File: config.mk
export PLATFORM = sky130hd
export DESIGN_NAME = dual_motor_limit_position_controller
export DESIGN_NICKNAME = d
export VERILOG_FILES = /design/src/hw/rtl/dmlpc_pkg.sv /design/src/hw/rtl/dmlpc_state_mem.sv /design/src/hw/rtl/dmlpc_update.sv /design/src/hw/rtl/dual_motor_limit_position_controller.sv
export SDC_FILE = /design/constraint.sdc
export NUM_CORES = 1
export LEC_CHECK = 0
export BUFFER_PORTS_ARGS = -buffer_cell sky130_fd_sc_hd__buf_2
export CORE_MARGIN = 10
export CORE_UTILIZATION = 50
export CTS_BUF_LIST = sky130_fd_sc_hd__clkbuf_8
export DETAILED_ROUTE_END_ITERATION = 10
export GPL_ROUTABILITY_DRIVEN = 0
export PLACE_DENSITY = 0.67
export SLEW_MARGIN = 25
export SYNTH_ARGS = -nofsm -noshare
export SYNTH_HDL_FRONTEND = slang
export SYNTH_SLANG_ARGS = --single-unit
File: constraint.sdc
create_clock -name clk -period 11.1 [get_ports clk]
set_input_delay 0.555 -clock clk [delete_from_list [all_inputs] [get_ports clk]]
set_output_delay 0.555 -clock clk [all_outputs]
set_load 0.05 [all_outputs]
File: src/hw/rtl/dmlpc_pkg.sv
`default_nettype none

package dmlpc_pkg;

	// Interface mode codes
	localparam logic [2:0] MODE_RUNNING   = 3'd0;
	localparam logic [2:0] MODE_LENGTH    = 3'd1;
	localparam logic [2:0] MODE_JACK_ZERO = 3'd2;
	localparam logic [2:0] MODE_JACK_DOWN = 3'd3;
	localparam logic [2:0] MODE_JACK_UP   = 3'd4;

	// Setting stage codes
	localparam logic [1:0] STAGE_DONE     = 2'd0;
	localparam logic [1:0] STAGE_JACK_LIM = 2'd1;

	// Configuration register indexes
	localparam int CFG_IDX_W = 2;
	localparam logic [CFG_IDX_W-1:0] CFG_HYSTERESIS   = 2'd0;
	localparam logic [CFG_IDX_W-1:0] CFG_ZERO_POS     = 2'd1;
	localparam logic [CFG_IDX_W-1:0] CFG_SETTLE_TICKS = 2'd2;
	localparam int CFG_DATA_W = 16;

	localparam logic [15:0] SETTLE_TICKS_RESET = 16'd20;

	typedef struct packed {
		logic               motor_id;
		logic [2:0]         interface_mode;
		logic [1:0]         setting_stage;
		logic               down_command;
		logic               up_command;
		logic signed [15:0] motor_position;
		logic signed [15:0] jack_position;
		logic signed [15:0] jack_open_limit;
		logic [31:0]        time_ticks;
	} in_item_t;

	typedef struct packed {
		logic motor_tag;
		logic drive_up;
		logic drive_down;
		logic rezero_request;
		logic value_completed;
		logic mode_forced_running;
	} out_item_t;

	typedef struct packed {
		logic [14:0]        hysteresis;
		logic signed [15:0] zero_pos;
		logic [15:0]        settle_ticks;
	} cfg_t;

	// One motor's stored state
	typedef struct packed {
		logic signed [15:0] open_lim;
		logic signed [15:0] close_lim;
		logic               settle_armed;
		logic [31:0]        settle_start;
		logic signed [15:0] settle_position;
		logic               up_pin;
		logic               down_pin;
	} motor_state_t;

endpackage

`default_nettype wire

File: src/hw/rtl/dmlpc_state_mem.sv
`default_nettype none

module dmlpc_state_mem #(
	parameter int DEPTH = 2,
	parameter int IDX_W = 1
) (
	input  wire logic                    clk,
	input  wire logic                    arst_n,
	input  wire logic                    rd_en,
	input  wire logic [IDX_W-1:0]        rd_idx,
	input  wire logic                    wr_en,
	input  wire logic [IDX_W-1:0]        wr_idx,
	input  wire dmlpc_pkg::motor_state_t wr_data,
	output dmlpc_pkg::motor_state_t      rd_data
);
	import dmlpc_pkg::*;

	motor_state_t mem [DEPTH];
	logic [DEPTH-1:0] vld_q;
	motor_state_t rd_s1;
	logic         vld_s1;
	logic         byp_s1;
	motor_state_t byp_s1_data;

	always_ff @(posedge clk) begin
		if (wr_en) begin
			mem[wr_idx] <= wr_data;
		end
		if (rd_en) begin
			rd_s1       <= mem[rd_idx];
			byp_s1_data <= wr_data;
		end
	end

	// Valid bits stand in for the zero reset of the entries.
	always_ff @(posedge clk or negedge arst_n) begin
		if (!arst_n) begin
			vld_q  <= '0;
			vld_s1 <= 1'b0;
			byp_s1 <= 1'b0;
		end else begin
			if (wr_en) begin
				vld_q[wr_idx] <= 1'b1;
			end
			if (rd_en) begin
				vld_s1 <= vld_q[rd_idx];
				byp_s1 <= wr_en && (wr_idx == rd_idx);
			end
		end
	end

	// Forward a write that landed on the same edge as the read.
	always_comb begin
		if (byp_s1) begin
			rd_data = byp_s1_data;
		end else if (vld_s1) begin
			rd_data = rd_s1;
		end else begin
			rd_data = '0;
		end
	end

endmodule

`default_nettype wire

File: src/hw/rtl/dmlpc_update.sv
`default_nettype none

module dmlpc_update (
	input  wire dmlpc_pkg::cfg_t         cfg,
	input  wire dmlpc_pkg::in_item_t     item,
	input  wire logic                    out_of_range,
	input  wire dmlpc_pkg::motor_state_t cur,
	input  wire logic                    flag,
	output dmlpc_pkg::motor_state_t      nxt,
	output logic                         wr_en,
	output logic                         flag_nxt,
	output dmlpc_pkg::out_item_t         res
);
	import dmlpc_pkg::*;

	logic signed [17:0] h18;
	logic signed [17:0] pos18;
	logic signed [17:0] jack18;
	logic signed [17:0] jlim18;
	logic signed [17:0] tgt18;
	logic               window;
	logic               below;
	logic               above;
	logic [31:0]        elapsed;
	logic               rezero;
	logic               forced;

	assign h18     = $signed({3'b000, cfg.hysteresis});
	assign pos18   = 18'(item.motor_position);
	assign jack18  = 18'(item.jack_position);
	assign jlim18  = 18'(item.jack_open_limit);
	assign tgt18   = item.down_command ? 18'(cur.open_lim) : 18'(cur.close_lim);
	assign window  = (jack18 > jlim18 - h18) && (jack18 < jlim18 + h18);
	assign below   = pos18 < tgt18 - h18;
	assign above   = pos18 > tgt18 + h18;
	assign elapsed = item.time_ticks - cur.settle_start;

	always_comb begin
		nxt      = cur;
		flag_nxt = flag;
		rezero   = 1'b0;
		forced   = 1'b0;
		unique case (item.interface_mode)
			MODE_RUNNING: begin
				if (item.setting_stage == STAGE_DONE) begin
					if (item.down_command || (item.up_command && window)) begin
						nxt.up_pin   = below;
						nxt.down_pin = !below && above;
					end else if (!item.up_command) begin
						nxt.up_pin   = 1'b0;
						nxt.down_pin = 1'b0;
					end
				end else if (item.setting_stage == STAGE_JACK_LIM) begin
					if (window) begin
						nxt.up_pin   = item.down_command;
						nxt.down_pin = !item.down_command && item.up_command;
						if (!item.down_command && !item.up_command) begin
							rezero        = 1'b1;
							nxt.close_lim = cfg.zero_pos;
						end
					end
				end else begin
					nxt.up_pin   = 1'b0;
					nxt.down_pin = 1'b0;
				end
			end
			MODE_LENGTH: begin
				if (!cur.settle_armed) begin
					nxt.settle_armed    = 1'b1;
					nxt.settle_start    = item.time_ticks;
					nxt.settle_position = item.motor_position;
				end else if (elapsed > {16'd0, cfg.settle_ticks}) begin
					nxt.settle_armed = 1'b0;
					if (item.motor_position == cur.settle_position) begin
						nxt.open_lim = item.motor_position;
						flag_nxt     = 1'b1;
					end
				end
				if (window) begin
					nxt.up_pin   = item.down_command;
					nxt.down_pin = !item.down_command && item.up_command;
					// A drive command inside the jack window clears the completed flag.
					if (item.down_command || item.up_command) begin
						flag_nxt = 1'b0;
					end
				end
			end
			MODE_JACK_ZERO, MODE_JACK_DOWN, MODE_JACK_UP: begin
				nxt.up_pin   = 1'b0;
				nxt.down_pin = 1'b0;
			end
			default: begin
				forced = 1'b1;
			end
		endcase
		if (out_of_range) begin
			flag_nxt = flag;
		end
	end

	assign wr_en = !out_of_range && !forced;

	always_comb begin
		res.motor_tag           = item.motor_id;
		res.drive_up            = !out_of_range && nxt.up_pin;
		res.drive_down          = !out_of_range && nxt.down_pin;
		res.rezero_request      = !out_of_range && rezero;
		res.value_completed     = flag_nxt;
		res.mode_forced_running = !out_of_range && forced;
	end

endmodule

`default_nettype wire

File: src/hw/rtl/dual_motor_limit_position_controller.sv
`default_nettype none

// Position limit controller for up to MOTOR_COUNT motors sharing one update
// channel. Each transfer on the input carries one update for one motor and
// yields exactly one result transfer, in order. One update is accepted every
// clock cycle unless the input stalls; the accepting edge performs the
// registered read of the motor's state memory; the update, write-back and
// output register load follow once stage 1 is allowed to advance.
// Updates to the same motor on consecutive cycles are handled by forwarding
// the write-back into the read, so no bubble is ever inserted. The input
// stalls only while the output register holds a result that the receiver is
// stalling. Configuration writes (hysteresis, zero point, settle ticks) take
// effect at once and must be issued only while no update is in flight. All
// limits, settle state and pin levels reset to zero, the completed flag
// clears and settle ticks resets to 20; no clearing pass is needed after
// reset.
module dual_motor_limit_position_controller #(
	parameter int MOTOR_COUNT = 2
) (
	input  wire logic                          clk,
	input  wire logic                          arst_n,
	input  wire logic                          cfg_write,
	input  wire logic [dmlpc_pkg::CFG_IDX_W-1:0]  cfg_index,
	input  wire logic [dmlpc_pkg::CFG_DATA_W-1:0] cfg_data,
	input  wire logic                          in_valid,
	output logic                               in_stall,
	input  wire dmlpc_pkg::in_item_t           in_data,
	output logic                               out_valid,
	input  wire logic                          out_stall,
	output dmlpc_pkg::out_item_t               out_data
);
	import dmlpc_pkg::*;

	localparam int IDX_W = (MOTOR_COUNT > 1) ? $clog2(MOTOR_COUNT) : 1;

	cfg_t         cfg_q;
	logic         v_s1;
	in_item_t     item_s1;
	logic         flag_q;
	logic         adv;
	logic         acc;
	logic         oor_s1;
	motor_state_t cur;
	motor_state_t nxt;
	logic         upd_we;
	logic         mem_we;
	logic         flag_nxt;
	out_item_t    res;

	// Configuration registers
	always_ff @(posedge clk or negedge arst_n) begin
		if (!arst_n) begin
			cfg_q.hysteresis   <= '0;
			cfg_q.zero_pos     <= '0;
			cfg_q.settle_ticks <= SETTLE_TICKS_RESET;
		end else if (cfg_write) begin
			unique case (cfg_index)
				CFG_HYSTERESIS:   cfg_q.hysteresis   <= cfg_data[14:0];
				CFG_ZERO_POS:     cfg_q.zero_pos     <= $signed(cfg_data);
				CFG_SETTLE_TICKS: cfg_q.settle_ticks <= cfg_data;
				default: ;
			endcase
		end
	end

	// Advance stage 1 whenever the output register is empty or being taken.
	assign adv      = !out_valid || !out_stall;
	assign in_stall = v_s1 && !adv;
	assign acc      = in_valid && !in_stall;
	assign oor_s1   = 32'(item_s1.motor_id) >= MOTOR_COUNT;
	assign mem_we   = v_s1 && adv && upd_we;

	dmlpc_state_mem #(
		.DEPTH (MOTOR_COUNT),
		.IDX_W (IDX_W)
	) u_mem (
		.clk     (clk),
		.arst_n  (arst_n),
		.rd_en   (acc),
		.rd_idx  (IDX_W'(in_data.motor_id)),
		.wr_en   (mem_we),
		.wr_idx  (IDX_W'(item_s1.motor_id)),
		.wr_data (nxt),
		.rd_data (cur)
	);

	dmlpc_update u_upd (
		.cfg          (cfg_q),
		.item         (item_s1),
		.out_of_range (oor_s1),
		.cur          (cur),
		.flag         (flag_q),
		.nxt          (nxt),
		.wr_en        (upd_we),
		.flag_nxt     (flag_nxt),
		.res          (res)
	);

	// Hold the update payload alongside the memory read.
	always_ff @(posedge clk) begin
		if (acc) begin
			item_s1 <= in_data;
		end
		if (adv && v_s1) begin
			out_data <= res;
		end
	end

	always_ff @(posedge clk or negedge arst_n) begin
		if (!arst_n) begin
			v_s1      <= 1'b0;
			out_valid <= 1'b0;
			flag_q    <= 1'b0;
		end else begin
			if (!in_stall) begin
				v_s1 <= in_valid;
			end
			if (adv) begin
				out_valid <= v_s1;
			end
			// Shared completed flag changes only as an update retires.
			if (adv && v_s1) begin
				flag_q <= flag_nxt;
			end
		end
	end

`ifndef SYNTHESIS
	a_stall_needs_item: assert property (@(posedge clk) disable iff (!arst_n)
		in_stall |-> v_s1)
		else $error("input stalled with stage 1 empty");

	a_accept_fills_s1: assert property (@(posedge clk) disable iff (!arst_n)
		acc |=> v_s1)
		else $error("accepted update did not reach stage 1");

	a_write_on_retire: assert property (@(posedge clk) disable iff (!arst_n)
		mem_we |-> (v_s1 && adv))
		else $error("state write without a retiring update");

	a_result_from_s1: assert property (@(posedge clk) disable iff (!arst_n)
		$rose(out_valid) |-> $past(v_s1))
		else $error("result appeared without an update in stage 1");

	a_flag_stable_idle: assert property (@(posedge clk) disable iff (!arst_n)
		!$past(v_s1) |-> $stable(flag_q))
		else $error("completed flag changed with no update retiring");
`endif

endmodule

`default_nettype wire

## Word level (Yosys, flattened, before mapping)

Memories as Yosys holds them, arrays and structs flattened. A register that Yosys moved wholly into a read port is not among the register bits.
Index checks and enable logic that the tools add are counted.

| word-level totals | value |
|---|---|
| bits in registers | 231 |
| bits in latches | 0 |
| memory bits (writable) | 166 |
| bits in read-only memories | 0 |
| input bits | 111 |
| output and inout port bits | 8 |
| memories | 1 |

Memories:

| name | words | bits a word | rd ports | clocked after Yosys merged registers in | wr ports | RTL line | source |
|---|---|---|---|---|---|---|---|
| u_mem.mem | 2 | 83 | 1 | 1 | 1 | dmlpc_state_mem.sv:18 | `motor_state_t mem [DEPTH];` |

| cells by class | value |
|---|---|
| $add $sub $neg | 5 |
| multipliers | 0 |
| divide/modulo/power cells | 0 |
| $lt $le $gt $ge | 8 |
| equal/unequal tests | 9 |
| shift operators | 0 |
| multiplexer cells | 36 |
| bitwise gates (word level) | 4 |
| reductions and logical operators | 30 |

Operator list:

| operator | number |
|---|---|
| $mux 83 | 2 |
| $mux 16 | 9 |
| $mux 49 | 1 |
| $mux 48 | 1 |
| $gt 32x16->1 | 1 |
| $sub 32x32->32 | 1 |
| $add 18x16->18 | 1 |
| $gt 16x18->1 | 1 |
| $lt 16x18->1 | 1 |
| $mux 18 | 1 |
| $sub 18x16->18 | 1 |
| $add 16x16->17 | 1 |
| $gt 16x17->1 | 1 |
| $lt 16x17->1 | 1 |
| $sub 16x16->17 | 1 |
| $eq 16x16->1 | 1 |
| $mux 1 | 15 |
| $logic_and 1x1->1 | 11 |
| $mux 2 | 5 |
| $logic_not 1->1 | 7 |
| $eq 3x2->1 const B | 2 |
| $pmux 2 s3 | 1 |
| $reduce_and 2->1 | 3 |
| $reduce_or 5->1 | 1 |
| 15 further kinds | 22 |

## Logic depth before layout (Yosys ltp)

Gate-level depths: netlist (run 1).

| logic depth | value |
|---|---|
| depth in word-level cells | 10 |
| mapped depth | 29 |
| mapped depth without buffers | 24 |

## Hierarchy

From an unflattened synthesis (run 1), not the netlist that was laid out.

| second synthesis, totals | value |
|---|---|
| cells, all modules | 1866 |
| area total of the unflattened synthesis | 24888.9 sq um |

By module, submodules not included:

| module | times used | cells each | area an instance (sq um) | seq. area each (sq um) |
|---|---|---|---|---|
| dmlpc_state_mem | 1 | 543 | 11977.7 | 10069.7 |
| dmlpc_update | 1 | 1117 | 8174.1 | 0.0 |
| dual_motor_limit_position_controller | 1 | 206 | 4737.0 | 4076.4 |

## Least setup slack after synthesis (run 1)

Ideal clock, no wire load.

| timing path | value |
|---|---|
| kind | register to register |
| from | register out_valid |
| to | register item_s1[0] in the netlist's numbering, enable pin |
| arrival | 5.792 ns |
| required time | 10.495 ns |
| path slack | 4.704 ns |
| cell stages (with the launch flop) | 4 |
| period minus slack after synthesis | 6.396 ns |
| cells stage by stage | dfrtp_1 nand3_1 nand2_1 inv_1 |

| on the way | value |
|---|---|
| word-level cells in the longest chain between the ends | 6 |

RTL lines:

| what | RTL line | source |
|---|---|---|
| start, declared | dual_motor_limit_position_controller.sv:28 | `output logic out_valid,` |
| start signal, assigned | dual_motor_limit_position_controller.sv:119 | `out_valid <= v_s1;` |
| $logic_not 1->1 | dual_motor_limit_position_controller.sv:67 | `assign adv = !out_valid \|\| !out_stall;` |
| $logic_or 1x1->1 | dual_motor_limit_position_controller.sv:67 |  |
| $logic_not 1->1 | dual_motor_limit_position_controller.sv:68 | `assign in_stall = v_s1 && !adv;` |
| $logic_and 1x1->1 | dual_motor_limit_position_controller.sv:68 |  |
| $logic_not 1->1 | -- |  |
| $logic_and 1x1->1 | dual_motor_limit_position_controller.sv:69 | `assign acc = in_valid && !in_stall;` |
| via acc | dual_motor_limit_position_controller.sv:41 | `logic acc;` |
| end signal, assigned | dual_motor_limit_position_controller.sv:102 | `item_s1 <= in_data;` |
| end, declared | dual_motor_limit_position_controller.sv:38 | `in_item_t item_s1;` |

The timed path passes the listed nets, and every way through them passes these cells.
A chain may end at the register's enable or synchronous reset.

==> impl_metrics.ini, run 1 <==
[final_layout]
n_antenna_cell = 0
nets = 2344
fill_cells = 4024
layout-drive-gt1-share = 0.192
fin_util = 0.563
synthToLayoutAreaGrowth_pct = 12.0

[clock_tree]
cts_setup_buffers = 0
clock_sinks = 480
clk_path_buf_depth = 3
post_cts_resized = 0
h-tree-depth = 3
insertion_delay_ns = 0.67
cts_buffers = 80
cts_root_buffer = clkbuf_8
cts_tree = yes
clkTransAtPathRegs_ns = 0.06
hold_buffers = 0

[setup_path]
cp-start-kind = flip-flop
criticalPathCategory = flip-flop to flip-flop
r2r_slack_ns = 4.34
crit_fanout = 28
end_kind = flip-flop
crit_required_ns = 11.51
cp.arrival_ns = 7.16

[route]
wl_per_cell_um = 20.5
drt_wl_total_mm = 56.9
drtPass1Iterations = 5
drc_errors = 0
via_per_inst = 5.68
num_vias = 15800
antenna_left = 0
first_iter_violations = 1217

[pwr]
pwr-share-comb = 0.281
switchingPower_mw = 1.67
p_leak_nw = 10.8
finalPower_mw = 5.33
seqPwrFrac = 0.425
powerDensity_mw_per_mm2 = 194
irDropWorstVdd_mv = 0.148
clkPwrFrac = 0.294
cellInternalPower_mw = 3.66
swShare = 0.313

[sta]
fin_skew_ns = 0.0424
hold_viol_final = 0
tns_ns = 0
maxSlewViolCount = 0
slew_headroom = 0.322
post-route-period-util = 0.609
fmax_mhz = 148
tightest_slew_ns = 1.01
grt_setup_unrepaired = no
setup_slack_ns = 4.34
finalCriticalPeriod_ns = 6.76
setup-violations-final = 0

[floorplanning]
std_cell_rows = 81
core_area_sq_mm = 0.0487
initial_core_util = 0.503
die_h_um = 241
pin_count = 119
dieArea_sq_mm = 0.0583
die_w_um = 241

[global_route]
antenna_found_initial = 0
grt_max_degree = 112
track_usage = 0.196
overflow = 0
grt_pass1_wl_mm = 88.8
first_global_vias = 16000

[yosys]
syn_area_sq_mm = 0.0245
synth_area_leader_cell = edfxtp_1
synth_nets = 2198
ys_top_cells_by_area = edfxtp_1 (52%), ha_1 (9.0%), mux2_2 (6.1%)
synthTopCellsByCount = edfxtp_1 (426), ha_1 (176), a21oi_1 (153), mux2_2 (133), nor2_1 (125)
syn-mean-instance-area_sq_um = 12.9
async_reset_ff_frac = 0.113
yosysTopAreaCellShare = 0.522
synth.most_common_cell = edfxtp_1
synth.lib_cells_used.distinct = 82
synth-seq-cells = 480
ys.flop_type = edfxtp_1
yosysWarnings = 0
synth_seq_area_share = 0.577
syn_inst = 1906
synth_edf_count = 426

[place]
dp_hpwl_mm = 39.1
io_buffer_count = 118
dp_slack_ns = 4.45

[outcome]
outcome = finished, final reports clean

[flow_run]
drv_cap = 0

[min_path]
min_path_type = input pin to async pin
==> routing by layer <==
layer  vias up  track usage  part of all wire
met5         -            0                 0
met4         0       0.0722             0.030
met3       114       0.0386             0.052
met2       392        0.323              0.48
met1      7763        0.253              0.44
li1       7543            -                 -
==> layout make-up <==
| class | count | area (sq um) | share of cell area |
|---|---|---|---|
| Tap cell | 664 | 831 | 0.0303 |
| Sequential cell | 480 | 14100 | 0.515 |
| Timing Repair Buffer | 133 | 733 | 0.0267 |
| Multi-Input combinational cell | 1260 | 9760 | 0.355 |
| Inverter | 97 | 372 | 0.0135 |
| Clock inverter | 63 | 445 | 0.0162 |
| Clock buffer | 85 | 1170 | 0.0426 |
==> registers in the layout, indices dropped and copies added, names as in the netlist <==
name / cells
cfg_q: 47
v_s1: 1
item_s1: 88
u_mem.byp_s1: 1
u_mem.mem: 166
u_mem.rd_s1: 83
out_valid: 1
u_mem.byp_s1_data: 83
u_mem.vld_q: 2
flag_q: 1
out_data: 6
u_mem.vld_s1: 1
==> stage by stage <==
stage	instance area [sq um]	hold WS, ns	cells
after global placement	25800	0.452	2633
after CTS	27400	0.00731	2781
after detailed placement	25800	0.455	2633
final	27500	0.0337	2782
after global routing	27500	0.0153	2782
after floorplan	24500	0.259	1906
==> layout by cell type, fill, tap and decap left out, drive strengths merged, types with 12 or more instances in the layout <==
cell type | netlist | final
edfxtp | 426 | 426
ha | 176 | 176
a21oi | 154 | 154
mux2 | 134 | 134
inv | 97 | 134
buf | 24 | 133
nor2 | 125 | 125
clkbuf | 45 | 85
xnor2 | 75 | 75
nand2 | 74 | 74
o21ai | 66 | 66
a22oi | 64 | 64
dfrtp | 52 | 52
a21o | 26 | 26
nor2b | 25 | 25
a22o | 23 | 23
nand3 | 20 | 20
clkinv | 0 | 20
mux2i | 19 | 19
o21a | 18 | 18
nand4 | 18 | 18
nor3 | 18 | 18
o21bai | 16 | 16
xor2 | 16 | 16
a31oi | 14 | 14
nor4 | 14 | 14
o211ai | 13 | 13
or3 | 13 | 13
nand2b | 12 | 12
==> worst paths after layout <==
kind | from | end | depth (start not counted)
max | u_mem.vld_s1 | u_mem.byp_s1_data[71] | 21
min | arst_n | cfg_q[41] | 2
max reg2reg | u_mem.vld_s1 | u_mem.byp_s1_data[71] | 21
min reg2reg | u_mem.vld_q[1] | u_mem.vld_q[1] | 1
max in group asynchronous | arst_n | u_mem.byp_s1 | 2
min in group clk | in_data[33] | item_s1[33] | 1
==> power groups by stage <==
stage               Combinational (mW)  Clock [mW]  Sequential, mW
global route                      1.68        1.69            2.28
global placement                  1.44           0            2.30
floorplan                         1.11           0            2.29
detailed placement                1.48           0            2.31
CTS                               1.49        1.61            2.27
finish                            1.50        1.57            2.27
==> critical path: stages, from the launching register on <==
cell	delay (ns)
dfrtp_1	0.40
nor2b_4	0.74
a22oi_1	0.21
ha_1	0.44
o211ai_1	0.14
a21oi_2	0.21
o221ai_2	0.18
o31a_4	0.43
o21ai_2	0.38
xor2_1	0.17
ha_1	0.35
nand4_1	0.20
nor4_1	0.48
nand2_1	0.12
o31a_1	0.18
nor2b_1	0.13
o2111ai_1	0.14
nor4_1	0.32
nand3_1	0.17
o311ai_4	0.23
buf_4	0.38
mux2i_1	0.47
==> logic make-up (layout without fill, tap and decap cells) <==
group	Yosys count	count (layout)	synth area share
compound gates	463	463	0.125
mux	153	153	0.0695
buf+inv	166	378	0.0264
fa+ha+maj	181	181	0.0939
flops	480	480	0.577
xor+xnor	91	91	0.0325
simple gates	372	372	0.0754
Note: power is estimated with default switching activity, not from simulation.
==> inputs of run 2 (changes only) <==
--- a/config.mk
+++ b/config.mk
@@ -5,6 +5,7 @@
 export SDC_FILE = /design/constraint.sdc
 export NUM_CORES = 1
 export LEC_CHECK = 0
+export ABC_AREA = 1
 export BUFFER_PORTS_ARGS = -buffer_cell sky130_fd_sc_hd__buf_2
 export CORE_MARGIN = 10
 export CORE_UTILIZATION = 50
==> constraint.sdc (replaced) <==
create_clock -name clk -period 7 [get_ports clk]
set_input_delay 0.35 -clock clk [delete_from_list [all_inputs] [get_ports clk]]
set_output_delay 0.35 -clock clk [all_outputs]
set_load 0.05 [all_outputs]
==> run 2 against run 1 <==
Net effect: final area increased by 6.1%; clock skew down 0.015 ns; total power increased by 60%; die area increased by 2.8%; synthesized cell count increased by 27%; count of clock-buffer cells in the layout fell by 1; sequential cell count unchanged; wire length is 9.7% higher; first-iteration DRC count rose by 5.1%; synthesized area is 3.1% higher; critical path depth is 4 higher; register-to-register slack worse by 3.2 ns; critical path type unchanged.
==> impl_metrics.ini, run 2 <==
[setup_path]
rr_worst_depth = 25
end_kind = flip-flop
cp-start-kind = flip-flop
cp.arrival_ns = 6.35
crit_fanout = 27
crit_required_ns = 7.47
criticalPathCategory = flip-flop to flip-flop

[place]
dp_cells = 3148
io_buffer_count = 118
dp_hpwl_mm = 43.2

[yosys]
syn_inst = 2412
synth_edf_count = 426
ys_top_cells_by_area = edfxtp_1 (51%), ha_1 (8.7%), nand2_1 (7.8%)
synth.most_common_cell = nand2_1
async_reset_ff_frac = 0.113
synth_seq_area_share = 0.560
synth-seq-cells = 480
syn_area_sq_mm = 0.0253
ys.flop_type = edfxtp_1
syn-mean-instance-area_sq_um = 10.5
yosysWarnings = 0
yosysTopAreaCellShare = 0.506
synthTopCellsByCount = nand2_1 (528), edfxtp_1 (426), inv_1 (274), ha_1 (176), nor2_1 (161)
synth_area_leader_cell = edfxtp_1
synth_nets = 2704
synth.lib_cells_used.distinct = 49

[flow_run]
drv_cap = 0

[final_layout]
synthToLayoutAreaGrowth_pct = 15.3
finalNonFillerCells = 3396
final_common_cell = nand2_1
top_register = u_mem.mem
largest_reg_flops = 166
layout-drive-gt1-share = 0.136
reg_top3 = u_mem.mem x166, item_s1 x88
n_antenna_cell = 0
nets = 2953
final_cell_mix = nand2_1 (527), edfxtp_1 (426), inv_1 (304)

[route]
antenna_left = 0
drtPass1Iterations = 7
num_vias = 18300
drc_errors = 0
via_per_inst = 5.37
first_iter_violations = 1279
drt_wl_total_mm = 62.4
wl_per_cell_um = 18.4

[floorplanning]
std_cell_rows = 82
pin_count = 119
die_w_um = 245
initial_core_util = 0.504
die_h_um = 245
core_area_sq_mm = 0.0501
dieArea_sq_mm = 0.0599

[clock_tree]
cts_setup_buffers = 0
clock_sinks = 480
clkTransAtPathRegs_ns = 0.07
cts_buffers = 81
post_cts_resized = 0
cts_root_buffer = clkbuf_8
insertion_delay_ns = 0.67
h-tree-depth = 3
hold_buffers = 102
clk_path_buf_depth = 3
cts_tree = yes

[sta]
fin_skew_ns = 0.0277
setup-violations-final = 0
finalCriticalPeriod_ns = 5.88
grt_setup_unrepaired = no
tightest_slew_ns = 0.988
tns_ns = 0
hold_viol_final = 0
maxSlewViolCount = 0
fmax_mhz = 170
post-route-period-util = 0.840
slew_headroom = 0.339

[global_route]
track_usage = 0.207
overflow = 0
first_global_vias = 18500
grt_pass1_wl_mm = 98.5
antenna_found_initial = 1
grt_max_degree = 123

[pwr]
p_leak_nw = 12.8
powerDensity_mw_per_mm2 = 293
irDropWorstVdd_mv = 0.170

[min_path]
holdPathStages = 3
min_path_type = input pin to flip-flop

[outcome]
outcome = finished, final reports clean
run 2: cell types whose count changed after synthesis, sizes merged, moves of 19 or more:
cell,delta
nand2,+465
nor2b,-25
mux2,-49
xnor2,-70
o21ai,+49
nand3,+59
a21o,-20
nor2,+40
xor2,+58
mux2i,-19
inv,+182
run 2: cell type report:
| type | count | area [sq um] |
|---|---|---|
| clock buffers | 84 | 1160 |
| clock inverters | 62 | 370 |
| fillers | 4227 | 20900 |
| inverters | 280 | 1060 |
| multi-input cells | 1586 | 9830 |
| flip-flops and latches | 480 | 14100 |
| well taps | 672 | 841 |
| repair buffers | 232 | 1720 |
run 2: final timing paths:
check / slack, ns / from / end
worst max-delay path: 1.12 / u_mem.byp_s1 / u_mem.byp_s1_data[0]
worst min-delay path: 0.04 / cfg_data[8] / cfg_q[40]
worst min register to register: 0.46 / u_mem.vld_q[1] / u_mem.vld_q[1]
worst max register to register: 1.12 / u_mem.byp_s1 / u_mem.byp_s1_data[0]
max in group asynchronous: 6.05 / arst_n / u_mem.byp_s1
min in group asynchronous: 0.40 / arst_n / cfg_q[7]
run 2: per-stage QoR:
step,worst slack (ns),utilization,hold WS [ns],power (mW),instance area (sq um)
after CTS,1.17,0.581,0.000133,8.57,29100
after detailed placement,1.20,0.530,0.451,6.12,26600
final,1.12,0.582,0.0415,8.53,29100
after floorplan,0.241,-,0.0544,5.46,25300
after global placement,1.49,0.530,0.448,6.04,26600
after global routing,0.598,0.582,0.0576,9.08,29100
run 2: report_power, final:
| part | switching (mW) | internal, mW |
|---|---|---|
| combinational | 1.59 | 0.907 |
| clock | 1.15 | 1.24 |
| sequential | 0.147 | 3.49 |
run 2: routing by layer:
metal	wire length, um	GRT usage
met5	7	0
met1	26000	0.256
met3	3970	0.0420
met2	30000	0.346
met4	2450	0.0893
run 2: worst max-delay path, stage by stage, from the launching register on:
cell and delay [ns]:
dfrtp_2 0.62, nor2_4 0.67, a22oi_1 0.17, o21ai_0 0.53, inv_1 0.13, fa_1 0.45
o31ai_1 0.53, a21oi_1 0.23, o21ai_1 0.29, a21oi_1 0.15, o21ai_1 0.21, a21oi_1 0.09
nor2_1 0.09, ha_1 0.13, nand2_1 0.05, inv_1 0.07, nand3_1 0.08, nor3_1 0.25
o2111ai_1 0.21, nand3_1 0.13, nand2_1 0.05, nand2_1 0.07, nand3_1 0.07, nand2_1 0.07
nand3_1 0.06, a21oi_1 0.25
run 2: kinds of logic after synthesis:
group                      count (synthesis)  synth area share
and+or+nand+nor                          841             0.136
DFF                                      480             0.560
AOI/OAI and AO/OA                        400            0.0945
buffers and inverters                    346            0.0526
adders and majority gates                181            0.0911
muxes                                     85            0.0379
xor gates and xnor gates                  79            0.0274
